$ cat config.mk
export PLATFORM = sky130hd
export DESIGN_NAME = counting_semaphore_wait_list
export DESIGN_NICKNAME = d
export VERILOG_FILES = /design/src/hw/rtl/csw_pkg.sv /design/src/hw/rtl/counting_semaphore_wait_list.sv
export SDC_FILE = /design/constraint.sdc
export NUM_CORES = 1
export LEC_CHECK = 0
export BUFFER_PORTS_ARGS = -buffer_cell sky130_fd_sc_hd__buf_2
export CAP_MARGIN = 15
export CORE_MARGIN = 5
export CORE_UTILIZATION = 50
export DETAILED_ROUTE_END_ITERATION = 10
export HOLD_SLACK_MARGIN = 0.03
export PLACE_DENSITY = 0.79
export SLEW_MARGIN = 20
export SYNTH_ARGS = -nofsm -noshare
export SYNTH_HDL_FRONTEND = slang
export SYNTH_SLANG_ARGS = --single-unit
$ cat constraint.sdc
create_clock -name i_clk -period 7.1 [get_ports i_clk]
set_clock_uncertainty 0.2 [all_clocks]
set_input_delay 0.71 -clock i_clk [delete_from_list [all_inputs] [get_ports i_clk]]
set_output_delay 0.71 -clock i_clk [all_outputs]
set_load 0.02 [all_outputs]
$ cat src/hw/rtl/csw_pkg.sv
// Shared codes and widths for the counting semaphore with a wait list.
`default_nettype none

package csw_pkg;

    // Fixed field widths.
    localparam int unsigned CountW  = 8;
    localparam int unsigned TidW    = 3;
    localparam int unsigned StatusW = 3;
    localparam int unsigned CfgIdxW = 2;

    typedef logic [StatusW-1:0] t_status;
    typedef logic [CountW-1:0]  t_count;
    typedef logic [TidW-1:0]    t_tid;

    // Request kinds.
    localparam logic CMD_ACQUIRE = 1'b0;
    localparam logic CMD_RELEASE = 1'b1;

    // Result status codes.
    localparam t_status ST_GRANTED  = 3'd0;
    localparam t_status ST_BLOCKED  = 3'd1;
    localparam t_status ST_FULL     = 3'd2;
    localparam t_status ST_RELEASED = 3'd3;
    localparam t_status ST_IGNORED  = 3'd4;
    localparam t_status ST_WOKEN    = 3'd5;

    // Configuration register indexes.
    localparam logic [CfgIdxW-1:0] REG_MAX_COUNT     = 2'd0;
    localparam logic [CfgIdxW-1:0] REG_INITIAL_COUNT = 2'd1;

endpackage

`default_nettype wire

$ cat src/hw/rtl/counting_semaphore_wait_list.sv
// Counting semaphore with a last-in first-out list of blocked threads.
//
//   Channel  | Dir | Signals                        | Beat contents (lowest bit up)
//   ---------+-----+--------------------------------+-----------------------------------
//   request  | in  | s_tvalid/s_tready/s_tdata/user | tuser: command; tdata: thread_id
//   result   | out | m_tvalid/m_tready/m_tdata/user | tuser: status; tdata: woken_thread,
//            |     | /m_tlast                       |   count_now; tlast: last
//   config   | in  | i_cfg_we/i_cfg_idx/i_cfg_data  | register index, 8-bit value
//
// An acquire or an ignored release yields a single result beat. A release that
// wakes waiters yields the release beat and then one beat per waiter: the wait
// list sits in a one-port-write, one-port-read memory and each waiter is one
// registered read, overlapped with the emission of the previous result.
// Reset (synchronous, active low) empties the list and loads the count; the
// list memory needs no clearing pass. A stalled result holds the block: a
// new request is taken only when the output register is empty or drains.
`default_nettype none

module counting_semaphore_wait_list #(
    parameter int unsigned NUM_THREADS = 8
) (
    input  wire                              i_clk,
    input  wire                              i_rst_n,
    // Request stream.
    input  wire                              s_tvalid,
    output logic                             s_tready,
    input  wire  [7:0]                       s_tdata,   // [2:0] thread_id, [7:3] zero
    input  wire                              s_tuser,   // [0] command
    // Result stream.
    output logic                             m_tvalid,
    input  wire                              m_tready,
    output logic [15:0]                      m_tdata,   // [2:0] woken_thread, [10:3] count_now
    output logic [2:0]                       m_tuser,   // [2:0] status
    output logic                             m_tlast,
    // Configuration writes.
    input  wire                              i_cfg_we,
    input  wire  [csw_pkg::CfgIdxW-1:0]      i_cfg_idx,
    input  wire  [csw_pkg::CountW-1:0]       i_cfg_data
);

    localparam int unsigned AddrW  = (NUM_THREADS > 1) ? $clog2(NUM_THREADS) : 1;
    localparam int unsigned TotalW = $clog2(NUM_THREADS + 1);

    // Controller states.
    localparam logic S_IDLE = 1'b0;
    localparam logic S_WAKE = 1'b1;

    logic                  r_state, n_state;
    csw_pkg::t_count       r_max, n_max;
    csw_pkg::t_count       r_init, n_init;
    csw_pkg::t_count       r_count, n_count;
    logic [TotalW-1:0]     r_total, n_total;

    logic                  r_m_tvalid, n_m_tvalid;
    csw_pkg::t_status      r_status, n_status;
    csw_pkg::t_tid         r_tid_out, n_tid_out;
    csw_pkg::t_count       r_count_out, n_count_out;
    logic                  r_last, n_last;

    // Wait list memory.
    csw_pkg::t_tid         r_stack [NUM_THREADS];
    csw_pkg::t_tid         r_rd_data;
    logic                  w_wr_en;
    logic [AddrW-1:0]      w_wr_addr;
    logic                  w_rd_en;
    logic [AddrW-1:0]      w_rd_addr;

    logic                  w_out_free;
    logic                  w_accept;
    logic                  w_cfg_hit;
    csw_pkg::t_tid         w_tid_in;
    logic [TotalW-1:0]     w_total_dec;

    assign w_out_free  = !r_m_tvalid || m_tready;
    assign s_tready    = (r_state == S_IDLE) && w_out_free;
    assign w_accept    = s_tvalid && s_tready;
    assign w_tid_in    = s_tdata[csw_pkg::TidW-1:0];
    assign w_total_dec = r_total - TotalW'(1);
    assign w_cfg_hit   = i_cfg_we && ((i_cfg_idx == csw_pkg::REG_MAX_COUNT) ||
                                      (i_cfg_idx == csw_pkg::REG_INITIAL_COUNT));

    // Request handling, wake sequencing and configuration.
    always_comb begin
        n_state     = r_state;
        n_max       = r_max;
        n_init      = r_init;
        n_count     = r_count;
        n_total     = r_total;
        n_m_tvalid  = r_m_tvalid && !m_tready;
        n_status    = r_status;
        n_tid_out   = r_tid_out;
        n_count_out = r_count_out;
        n_last      = r_last;
        w_wr_en     = 1'b0;
        w_wr_addr   = r_total[AddrW-1:0];
        w_rd_en     = 1'b0;
        w_rd_addr   = w_total_dec[AddrW-1:0];

        case (r_state)
            S_IDLE: begin
                if (w_accept) begin
                    n_m_tvalid = 1'b1;
                    n_tid_out  = '0;
                    n_last     = 1'b1;
                    if (s_tuser == csw_pkg::CMD_ACQUIRE) begin
                        if (r_count != '0) begin
                            n_count  = r_count - csw_pkg::CountW'(1);
                            n_status = csw_pkg::ST_GRANTED;
                        end else if (r_total == TotalW'(NUM_THREADS)) begin
                            n_status = csw_pkg::ST_FULL;
                        end else begin
                            w_wr_en   = 1'b1;
                            n_total   = r_total + TotalW'(1);
                            n_status  = csw_pkg::ST_BLOCKED;
                            n_tid_out = w_tid_in;
                        end
                    end else if (r_count >= r_max) begin
                        n_status = csw_pkg::ST_IGNORED;
                    end else begin
                        n_count  = r_count + csw_pkg::CountW'(1);
                        n_status = csw_pkg::ST_RELEASED;
                        if (r_total != '0) begin
                            // Fetch the top waiter while the release beat goes out.
                            n_last  = 1'b0;
                            w_rd_en = 1'b1;
                            n_total = w_total_dec;
                            n_state = S_WAKE;
                        end
                    end
                    n_count_out = n_count;
                end
            end
            S_WAKE: begin
                // Emit the fetched waiter and fetch the next one in the same cycle.
                if (w_out_free) begin
                    n_m_tvalid  = 1'b1;
                    n_status    = csw_pkg::ST_WOKEN;
                    n_tid_out   = r_rd_data;
                    n_count_out = r_count;
                    n_last      = (r_total == '0);
                    if (r_total == '0) begin
                        n_state = S_IDLE;
                    end else begin
                        w_rd_en = 1'b1;
                        n_total = w_total_dec;
                    end
                end
            end
            default: begin
                n_state = S_IDLE;
            end
        endcase

        // A register write repeats the set-up: reload the count, empty the list.
        if (w_cfg_hit) begin
            if (i_cfg_idx == csw_pkg::REG_MAX_COUNT) begin
                n_max = (i_cfg_data == '0) ? csw_pkg::CountW'(1) : i_cfg_data;
            end else begin
                n_init = i_cfg_data;
            end
            n_count = (n_init > n_max) ? n_max : n_init;
            n_total = '0;
        end
    end

    // Control and count registers.
    always_ff @(posedge i_clk) begin
        if (!i_rst_n) begin
            r_state    <= S_IDLE;
            r_max      <= csw_pkg::CountW'(1);
            r_init     <= '0;
            r_count    <= '0;
            r_total    <= '0;
            r_m_tvalid <= 1'b0;
        end else begin
            r_state    <= n_state;
            r_max      <= n_max;
            r_init     <= n_init;
            r_count    <= n_count;
            r_total    <= n_total;
            r_m_tvalid <= n_m_tvalid;
        end
    end

    // Result payload register.
    always_ff @(posedge i_clk) begin
        r_status    <= n_status;
        r_tid_out   <= n_tid_out;
        r_count_out <= n_count_out;
        r_last      <= n_last;
    end

    // Wait list memory with registered read.
    always_ff @(posedge i_clk) begin
        if (w_wr_en) begin
            r_stack[w_wr_addr] <= w_tid_in;
        end
        if (w_rd_en) begin
            r_rd_data <= r_stack[w_rd_addr];
        end
    end

    assign m_tvalid = r_m_tvalid;
    assign m_tuser  = r_status;
    assign m_tdata  = {5'd0, r_count_out, r_tid_out};
    assign m_tlast  = r_last;

endmodule

`default_nettype wire

==> results of run 1 <==
## layout by cell type (no fill, tap or decap), drive strengths merged, types with 3 or more instances in the layout
master  Yosys  layout
edfxtp     42      42
nor2       41      41
nand2      36      36
buf        17      36
dfxtp      30      30
a21oi      30      30
inv        24      28
o21ai      27      27
ha         20      20
nand3      17      17
mux2i      16      16
a211oi     15      15
nor3       12      12
clkbuf     12       9
o31ai       8       8
nand2b      7       7
mux2        6       6
mux4        6       6
nor2b       6       6
and2        6       6
a31oi       5       5
o211ai      5       5
conb        1       5
and3        4       4
nor4        3       3
and4        3       3
nand4       3       3
or4         3       3
o211a       3       3
## report_power, final
part	leakage (uW)	internal (uW)	switching, uW
clock network	0.000100	170	178
registers	0.000636	478	31.4
logic	0.000990	121	199
total	0.00173	768	409
## worst max-delay path, cell delays in order
cell	delay, ns
buf_2	0.12
nor2_2	0.79
mux2i_1	0.36
inv_1	0.07
ha_1	0.28
nor2b_1	0.13
o211a_1	0.21
o211a_1	0.25
nor2_1	0.44
o21ai_0	0.25
a32o_1	0.25
## cell type report
cell class / count / area [um^2]
timing repair buffer: 36 / 183
fill: 741 / 3630
sequential: 72 / 1860
multi-input combinational: 321 / 2200
inverter: 24 / 90.1
clock inverter: 7 / 85.1
clock buffer: 9 / 124
tap: 105 / 131
## cell families (layout without fill, tap and decap cells)
family                   count (synthesis)  after routing
AO/OA/AOI/OAI                          117            117
XOR/XNOR                                 3              3
adder cells (fa/ha/maj)                 20             20
buffers and inverters                   53             76
flip-flops                              72             72
multiplexers                            28             28
other                                    1              5
AND/OR/NAND/NOR                        148            148
## cells in the mapped netlist (all sizes together), types with 15 or more instances
cell type,n
dfxtp,30
buf,17
ha,20
mux2i,16
nand2,36
o21ai,27
nand3,17
edfxtp,42
a211oi,15
a21oi,30
inv,24
nor2,41
## registers in the layout (all words and copies together) (netlist names)
register / cells
r_stack: 24
r_count: 8
r_max: 8
m_tvalid: 1
r_tid_out: 3
r_init: 8
r_count_out: 8
r_total: 4
r_rd_data: 3
m_tlast: 1
r_state: 1
m_tuser: 3
## layer usage
layer  track usage (%)  share of wire [%]  vias up  routed length, um
li1                  -                  -     1694                  -
met1              26.6                 44     1633               4310
met2              30.0                 45      186               4370
met3              5.41                9.7       22                944
met4              4.74                1.5        0                145
met5                 0                  0        -                  0
## per-stage QoR
stage | power [uW] | std cells | worst slack, ns | area (um^2)
after floorplan | 759 | 446 | 3.64 | 4310
after global placement | 820 | 558 | 2.98 | 4460
after detailed placement | 832 | 558 | 2.96 | 4460
after CTS | 1170 | 574 | 3.31 | 4670
after global routing | 1240 | 574 | 3.07 | 4670
final | 1180 | 574 | 3.29 | 4670
## worst min-delay path by stage
stage	depth (start not counted)	from	slack, ns	endpoint
CTS	2	r_init[6]$_SDFFE_PN0P_	0.26	r_init[6]$_SDFFE_PN0P_
floorplan	2	r_init[6]$_SDFFE_PN0P_	0.23	r_init[6]$_SDFFE_PN0P_
global route	2	r_init[6]$_SDFFE_PN0P_	0.28	r_init[6]$_SDFFE_PN0P_
finish	2	r_init[6]$_SDFFE_PN0P_	0.26	r_init[6]$_SDFFE_PN0P_
detailed placement	2	r_init[6]$_SDFFE_PN0P_	0.25	r_init[6]$_SDFFE_PN0P_
global placement	2	r_init[6]$_SDFFE_PN0P_	0.24	r_init[6]$_SDFFE_PN0P_
==> metrics.md, run 1 <==
| Metric | Value |
|---|---|
| Xor/xnor cell area share of the yosys netlist | 0.612% |
| Crit path launch type | primary input |
| Clock transition at the registers of the reported paths | 0.10 ns |
| Share of cell area taken by muxes after synthesis | 8.44% |
| Synthesized instance count | 442 |
| Number of global-route vias before repair | 3304 |
| Final total negative setup slack | 0 ns |
| Layout cells sized above 1 | 16.4% |
| CTS max path bufs | 2 |
| H-tree depth | 3 |
| Finished Core Util | 56.3% |
| Largest net degree at the start of global routing | 33 |
| First-pass GRT wire length | 16.0 mm |
| Capture point of the worst path | r_count[3]$_SDFFE_PN0P_ |
| Outcome | complete, no violations |
| Post-DP HPWL | 7.04 mm |
| Num CTS Buffers | 9 |
| Ys async rst share | 0% |
| Root buf cell | clkbuf_8 |
| Synth top area share | 29.4% |
| Fin crit period | 3.81 ns |
| Seq/Total Area, Yosys | 43.3% |
| Clock sink count | 72 |
| Hold Vio Cnt, Final | 0 |
| I/O Pins | 46 |
| Synth Register Bits | 72 |
| Via-to-Cell Ratio | 6.16 |
| Top cells by area, synth | edfxtp_1, dfxtp_1, ha_1, mux2i_1, nor2_1 |
| FF-to-FF path depth | 7 |
| Via count | 3535 |
| Largest family of logic cells by synthesized area | compound AO/OA/AOI/OAI gates |
| Port bufs | 35 |
| Peak supply drop | 0.124 mV |
| CP Launch Point | i_cfg_idx[1] |
| Routed wire length | 9.77 mm |
| Hold WC Path Type | reg2reg |
| Inserted Diodes | 0 |
| Capturing element type of the critical path | flip-flop |
| Synth area leader | edfxtp_1 |
| Clk_lat worst skew | 0.36 ns |
| Final setup fails | 0 |
| Crit path kind | in2reg |
| Number of max-cap violations | 0 |
| Pwr dens | 252 nW/um^2 |
| Rel. slew slack | 29.1% |
| Post-synthesis compound-gate area fraction | 18.3% |
| Die X | 103 um |
| Hold bufs inserted after CTS | 0 |
| Drt initial violations | 318 |
| Area of the die | 10500 um^2 |
| # rows | 33 |
| Top FF cell, synth | edfxtp_1 |
| GRT Resource Usage Total | 19.2% |
| Synthesized area per cell | 9.72 um^2 |
| Post-synth EDFFs | 42 |
| Drt pass-1 iters | 8 |
| Post-synthesis simple-gate area fraction | 17.4% |
| # nets final | 508 |
| Worst path arrival time | 3.87 ns |
| Unrepaired setup endpoints after global routing | no |
| DR DRC count | 0 |
| Final hold slack | 0.263 ns |
| Die Y-Extent | 103 um |
| Leak | 0.00173 uW |
| Core box area | 8300 um^2 |
| Setup Fix Bufs, Post-CTS | 0 |
| Reg2Reg Setup Slack | 3.91 ns |
| Initial antenna violation count | 0 |
| Routed Antenna Nets | 0 |
| P&R area growth vs syn | 8.74% |
| Adder-cell share of the synthesized area | 5.82% |
| CTS tree | yes |
| Yosys cell types | 63 |
| Reg2reg start | r_total[0]$_SDFFE_PP0P_ |
| YS warnings | 0 |
| Reg-to-reg endpoint | r_stack[1][2]$_DFFE_PP_ |
| PostCTS Resize Cnt | 0 |
| Max Transition Viols Final | 0 |
| Req. time, crit path | 7.16 ns |
| Gpl congestion | 0.943 |
| Worst-Margin Slew | 1.06 ns |
| Drt wl/cell | 17.0 um |
| Crit Path Max Fanout | 17 |
| Global route total overflow | 0 |
| Final worst path period share | 53.6% |
| Peak Freq | 263 MHz |
| Cell area after synthesis | 4300 um^2 |
| Initial Util | 51.8% |
Note: power is estimated with default switching activity, not from simulation.
==> run 2, diff against run 1 <==
==> constraint.sdc (replaced) <==
create_clock -name i_clk -period 3.9 [get_ports i_clk]
set_clock_uncertainty 0.2 [all_clocks]
set_input_delay 0.39 -clock i_clk [delete_from_list [all_inputs] [get_ports i_clk]]
set_output_delay 0.39 -clock i_clk [all_outputs]
set_load 0.02 [all_outputs]
==> run 2 against run 1 <==
Compared with the run above: combinational power up 82%; highest routed layer unchanged; cell count up 0.52%; clock power grew 61%; clock-buffer cell count unchanged; via count down 0.91%; total power is 76% higher; critical path depth is 4 lower; register-to-register slack got worse by 3.2 ns; sequential power rose by 82%; cell area shrank 0.11%; first-iteration DRC count shrank 12%.
==> metrics.md, run 2 (synthesized netlist as in run 1, its figures left out) <==
| Metric | Value |
|---|---|
| Worst path arrival time | 3.02 ns (-0.85 ns) |
| Layout cells sized above 1 | 16.7% (+0.32 points) |
| Crit path launch type | flip-flop |
| Outcome | complete, no violations |
| Hold bufs inserted after CTS | 0 (unchanged) |
| Post-DP HPWL | 7.06 mm (+0.31%) |
| Worst-path cell chain | inv_1, ha_1, nor2b_1, a21oi_1, and4_1, nand3_1, nor3_1 |
| PostCTS Resize Cnt | 0 (unchanged) |
| CP top delay family | simple AND/OR/NAND/NOR gates |
| # nets final | 511 (+0.59%) |
| Clock sink count | 72 (unchanged) |
| Setup WS pre-CTS | 0.426 ns (-2.53 ns) |
| Worst-Margin Slew | 1.04 ns (-0.0241 ns) |
| Max Transition Viols Final | 0 (unchanged) |
| Peak Freq | 312 MHz |
| Final setup margin | 0.691 ns (-2.60 ns) |
| Drt pass-1 iters | 5 (-3) |
| Fillers | 729 (-1.6%) |
| Number of max-cap violations | 0 (unchanged) |
| First-pass GRT wire length | 15.7 mm (-2.2%) |
| Core box area | 8300 um^2 (unchanged) |
| Root buf cell | clkbuf_8 |
| P&R area growth vs syn | 8.62% |
| Global route total overflow | 0 (unchanged) |
| GRT Resource Usage Total | 18.9% (-0.31 points) |
| Pwr dens | 444 nW/um^2 (+76%) |
| Area of the die | 10500 um^2 (unchanged) |
| Slowest stage cell, crit path | dfxtp_1 |
| Routed Antenna Nets | 0 (unchanged) |
| Crit path kind | reg2reg |
| Hold WC Path Type | in2reg |
| Via count | 3503 (-0.91%) |
| Final total negative setup slack | 0 ns (unchanged) |
| Final worst path period share | 82.3% |
| Max reg flops | 24 (unchanged) |
| Req. time, crit path | 3.71 ns (-3.45 ns) |
| Max incr delay on CP | 0.68 ns (-0.11 ns) |
| Crit Path Max Fanout | 12 (-5) |
| Final setup fails | 0 (unchanged) |
| Clock transition at the registers of the reported paths | 0.09 ns (about the same) |
| Drt wl/cell | 16.9 um (-1.0%) |
| Drt initial violations | 281 (-12%) |
| Gpl congestion | 0.932 (-1.2%) |
| Initial Util | 51.8% (unchanged) |
| Largest net degree at the start of global routing | 33 (unchanged) |
| Die Y-Extent | 103 um (unchanged) |
| Number of global-route vias before repair | 3173 (-4.0%) |
| Port bufs | 35 (unchanged) |
| CTS max path bufs | 2 (unchanged) |
| Capturing element type of the critical path | flip-flop |
| Clk_lat worst skew | 0.36 ns (about the same) |
| Via-to-Cell Ratio | 6.07 (-1.4%) |
| Commonest non-fill, non-tap cell in the layout | edfxtp_1 |
| Fin crit period | 3.21 ns |
| Sequential Area | 1860 um^2 (unchanged) |
| DR DRC count | 0 (unchanged) |
| Finished Core Util | 56.2% (-0.060 points) |
| Initial antenna violation count | 0 (unchanged) |
| Most flop-heavy register | r_stack |
| CP Buf/Inv Count | 1 (-1) |
| I/O Pins | 46 (unchanged) |
| CTS tree | yes |
| Setup Fix Bufs, Post-CTS | 0 (unchanged) |
| Inserted Diodes | 0 (unchanged) |
| Peak supply drop | 0.191 mV (+54%) |
| H-tree depth | 3 (unchanged) |
| Leak | 0.00173 uW (about the same) |
| Routed wire length | 9.72 mm (-0.48%) |
| Num CTS Buffers | 9 (unchanged) |
| Unrepaired setup endpoints after global routing | no |
| Die X | 103 um (unchanged) |
| Highest-count cells in the layout ignoring fill and taps | edfxtp_1, nor2_1, nand2_1, buf_2, dfxtp_1 |
| # rows | 33 (unchanged) |
| Final hold slack | 0.0905 ns (-0.172 ns) |
| Rel. slew slack | 30.7% (+1.6 points) |
| Hold Vio Cnt, Final | 0 (unchanged) |
| Multi-input logic area | 2190 um^2 (-0.11%) |
| Pwr Total | 2070 uW (+76%) |
[run 2: cell count changes in the layout (fill, tap and decap cells not counted), sizes merged]
cell and delta:
clkinvlp +1, bufinv -1, buf +3
[run 2: routing by layer]
metal / vias to the layer above / part of all wire, % / GRT usage [%]
li1: 1702 / - / -
met1: 1606 / 44 / 26.6
met2: 178 / 45 / 28.8
met3: 17 / 9.9 / 4.53
met4: 0 / 1.6 / 6.05
met5: - / 0 / 0
[run 2: path summary, 6_finish.rpt]
kind	from	endpoint	slack, ns	depth (start not counted)
max	r_total[0]$_SDFFE_PP0P_	r_stack[0][2]$_DFFE_PP_	0.69	7
max reg2reg	r_total[0]$_SDFFE_PP0P_	r_stack[0][2]$_DFFE_PP_	0.69	7
min	i_rst_n	r_max[0]$_SDFFE_PN1P_	0.09	2
min reg2reg	r_init[6]$_SDFFE_PN0P_	r_init[6]$_SDFFE_PN0P_	0.26	2
[run 2: worst register-to-register path, delay by kind of cell (launching register included)]
kind,cells,cell delay [ns]
AOI/OAI and AO/OA,1,0.25
adders and majority gates,1,0.28
buffers and inverters,1,0.17
DFF,1,0.68
and+or+nand+nor,4,1.28
[run 2: area by class of cell]
class,count,area share [%]
Sequential cell,72,39.9
Inverter,24,1.93
Clock inverter,7,1.29
Timing Repair Buffer,39,4.40
Clock buffer,9,2.65
Tap cell,105,2.82
Multi-Input combinational cell,321,47.0
[run 2: stage by stage]
step           area [um^2]  cells
2_1_floorplan         4310    446
3_3_place_gp          4480    561
3_5_place_dp          4480    561
4_1_cts               4670    577
5_1_grt               4670    577
6_report              4670    577
[run 2: power by group]
part / total (uW) / switching [uW] / internal (uW)
Combinational: 584 / 362 / 222
Clock: 562 / 320 / 242
Sequential: 926 / 56.1 / 870
Total: 2070 / 738 / 1330
==> run 3, diff against run 2 <==
==> constraint.sdc (replaced) <==
create_clock -name i_clk -period 3.1 [get_ports i_clk]
set_clock_uncertainty 0.2 [all_clocks]
set_input_delay 0.31 -clock i_clk [delete_from_list [all_inputs] [get_ports i_clk]]
set_output_delay 0.31 -clock i_clk [all_outputs]
set_load 0.02 [all_outputs]
==> run 3 against run 2 <==
Compared with the run above: critical path depth stayed put; clock power is 28% higher; cell count increased by 2.6%; worst setup slack worse by 0.53 ns; clock-buffer cell count unchanged; utilization is 1.6 points higher; sequential share of layout area fell by 1.1 points; total power is 29% higher; critical endpoint unchanged.
==> metrics.md, run 3 (synthesized netlist as in run 1, its figures left out) <==
| Metric | Value |
|---|---|
| Outcome | complete, no violations |
| Clock sink count | 72 (unchanged) |
| CTS max path bufs | 2 (unchanged) |
| Routed Antenna Nets | 0 (unchanged) |
| I/O Pins | 46 (unchanged) |
| Worst-Margin Slew | 0.555 ns (-0.483 ns) |
| Global route total overflow | 0 (unchanged) |
| Hold WC Path Type | in2reg |
| Fillers | 663 (-9.1%) |
| Stages on the worst setup path | 7 (unchanged) |
| Area of the die | 10500 um^2 (unchanged) |
| FF-to-FF path depth | 7 (unchanged) |
| Final setup margin | 0.157 ns (-0.534 ns) |
| Largest net degree at the start of global routing | 31 (-6.1%) |
| CP top delay family | simple AND/OR/NAND/NOR gates |
| Drt pass-1 iters | 8 (+3) |
| Capture point of the worst path | r_stack[0][2]$_DFFE_PP_ |
| Peak Freq | 340 MHz (+9.0%) |
| Layout cells sized above 1 | 18.9% (+2.2 points) |
| # rows | 33 (unchanged) |
| H-tree depth | 3 (unchanged) |
| CTS tree | yes |
| Req. time, crit path | 2.90 ns (-0.81 ns) |
| Rel. slew slack | 62.0% (+31 points) |
| Max Transition Viols Final | 0 (unchanged) |
| Setup WS pre-CTS | 0.167 ns (-0.259 ns) |
| Unrepaired setup endpoints after global routing | no |
| Initial Util | 51.8% (unchanged) |
| Commonest non-fill, non-tap cell in the layout | edfxtp_1 |
| # nets final | 526 (+2.9%) |
| Clk_lat worst skew | 0.36 ns (about the same) |
| Routed wire length | 10.1 mm (+3.9%) |
| Worst path arrival time | 2.74 ns (-0.28 ns) |
| Hold Vio Cnt, Final | 0 (unchanged) |
| DR DRC count | 0 (unchanged) |
| Crit Path Max Fanout | 8 (-4) |
| CP Buf/Inv Count | 1 (unchanged) |
| Multi-input logic area | 2190 um^2 (unchanged) |
| Final setup fails | 0 (unchanged) |
| Number of global-route vias before repair | 3438 (+8.4%) |
| Drt initial violations | 293 (+4.3%) |
| CP Launch Point | r_total[1]$_SDFFE_PP0P_ |
| Final worst path period share | 94.9% (+13 points) |
| Fin crit period | 2.94 ns (-0.266 ns) |
| Capturing element type of the critical path | flip-flop |
| Worst-path cell chain | inv_1, ha_1, nor2b_1, a21oi_1, and4_1, nand3_1, nor3_1 |
| Port bufs | 35 (unchanged) |
| Finished Core Util | 57.8% (+1.6 points) |
| Core box area | 8300 um^2 (unchanged) |
| Leak | 0.00180 uW (+4.6%) |
| Gpl congestion | 0.978 (+5.0%) |
| First-pass GRT wire length | 16.7 mm (+6.2%) |
| Final total negative setup slack | 0 ns (unchanged) |
| P&R area growth vs syn | 11.7% |
| Crit path launch type | flip-flop |
| Max reg flops | 24 (unchanged) |
| Slowest stage cell, crit path | dfxtp_1 |
| Max incr delay on CP | 0.49 ns (-0.19 ns) |
| Reg2reg start | r_total[1]$_SDFFE_PP0P_ |
| Reg2Reg Setup Slack | 0.16 ns (-0.53 ns) |
| Peak supply drop | 0.290 mV (+52%) |
| Inserted Diodes | 0 (unchanged) |
| Reg-to-reg endpoint | r_stack[0][2]$_DFFE_PP_ |
| Drt wl/cell | 17.1 um (+1.2%) |
| Pwr dens | 555 nW/um^2 (+25%) |
| Initial antenna violation count | 0 (unchanged) |
| Root buf cell | clkbuf_8 |
| Via count | 3616 (+3.2%) |
| Die Y-Extent | 103 um (unchanged) |
| Die X | 103 um (unchanged) |
| Number of max-cap violations | 0 (unchanged) |
| Post-DP HPWL | 7.29 mm (+3.3%) |
| Placed Area | 4590 um^2 (+2.5%) |
| Most flop-heavy register | r_stack |
| Highest-count cells in the layout ignoring fill and taps | edfxtp_1, nor2_1, nand2_1, buf_2, dfxtp_1 |
| Via-to-Cell Ratio | 6.11 (+0.61%) |
| Cell area after layout | 4800 um^2 (+2.8%) |
| Sequential Area | 1860 um^2 (unchanged) |
| Final hold slack | 0.0362 ns (-0.0543 ns) |
| Clock transition at the registers of the reported paths | 0.09 ns (about the same) |
| Num CTS Buffers | 9 (unchanged) |
| Crit path kind | reg2reg |
| GRT Resource Usage Total | 20.1% (+1.2 points) |
| PostCTS Resize Cnt | 0 (unchanged) |
run 3: cell types whose count changed in the layout (fill, tap and decap cells not counted):
cell and change:
inv_8 +1, buf_4 +12, dlygate4sd3_1 +2, inv_6 -1, buf_12 +1
run 3: final cells by class:
type | count | share of cell area [%]
clock buffers | 9 | 2.58
clock inverters | 7 | 1.30
inverters | 24 | 1.88
multi-input cells | 321 | 45.7
flip-flops and latches | 72 | 38.8
well taps | 105 | 2.74
repair buffers | 54 | 6.99
run 3: metal layers:
metal  track usage [%]  vias to the layer above  wire, um
li1                  -                     1725         -
met4              9.38                        0       306
met5                 0                        -         0
met1              28.0                     1648      4360
met2              30.4                      209      4530
met3              3.92                       34       903
run 3: worst min path at each step:
stage / startpoint / slack (ns) / endpoint / cells after the start
2_1_floorplan: i_rst_n / 0.20 / r_max[0]$_SDFFE_PN1P_ / 1
3_3_place_gp: r_init[6]$_SDFFE_PN0P_ / 0.24 / r_init[6]$_SDFFE_PN0P_ / 2
3_5_place_dp: r_init[6]$_SDFFE_PN0P_ / 0.25 / r_init[6]$_SDFFE_PN0P_ / 2
4_1_cts: s_tdata[1] / 0.04 / r_stack[1][1]$_DFFE_PP_ / 1
5_1_grt: s_tdata[1] / 0.05 / r_stack[1][1]$_DFFE_PP_ / 1
6_report: s_tdata[1] / 0.04 / r_stack[1][1]$_DFFE_PP_ / 1
run 3: timing repair:
item,in CTS,in global routing
hold buffers,2,0
endpoints found under the hold margin,2,0
setup buffers,0,0
run 3: metrics by stage:
step	power, uW	std cells
detailed placement	1940	574
CTS	2660	592
floorplan	1740	446
global placement	1920	574
global route	2800	592
finish	2660	592
run 3: worst reg2reg max path, delay by kind of cell, from the launching register on:
kind                       cells  cell delay, ns
buffers and inverters          1            0.10
and+or+nand+nor                4            1.34
AOI/OAI and AO/OA              1            0.22
DFF                            1            0.49
adders and majority gates      1            0.24
run 3: where the power goes:
group | total [uW] | switching, uW | leakage [uW] | internal (uW)
logic | 804 | 492 | 0.00108 | 312
registers | 1140 | 45.2 | 0.000636 | 1090
clock network | 721 | 414 | 0.0000863 | 307
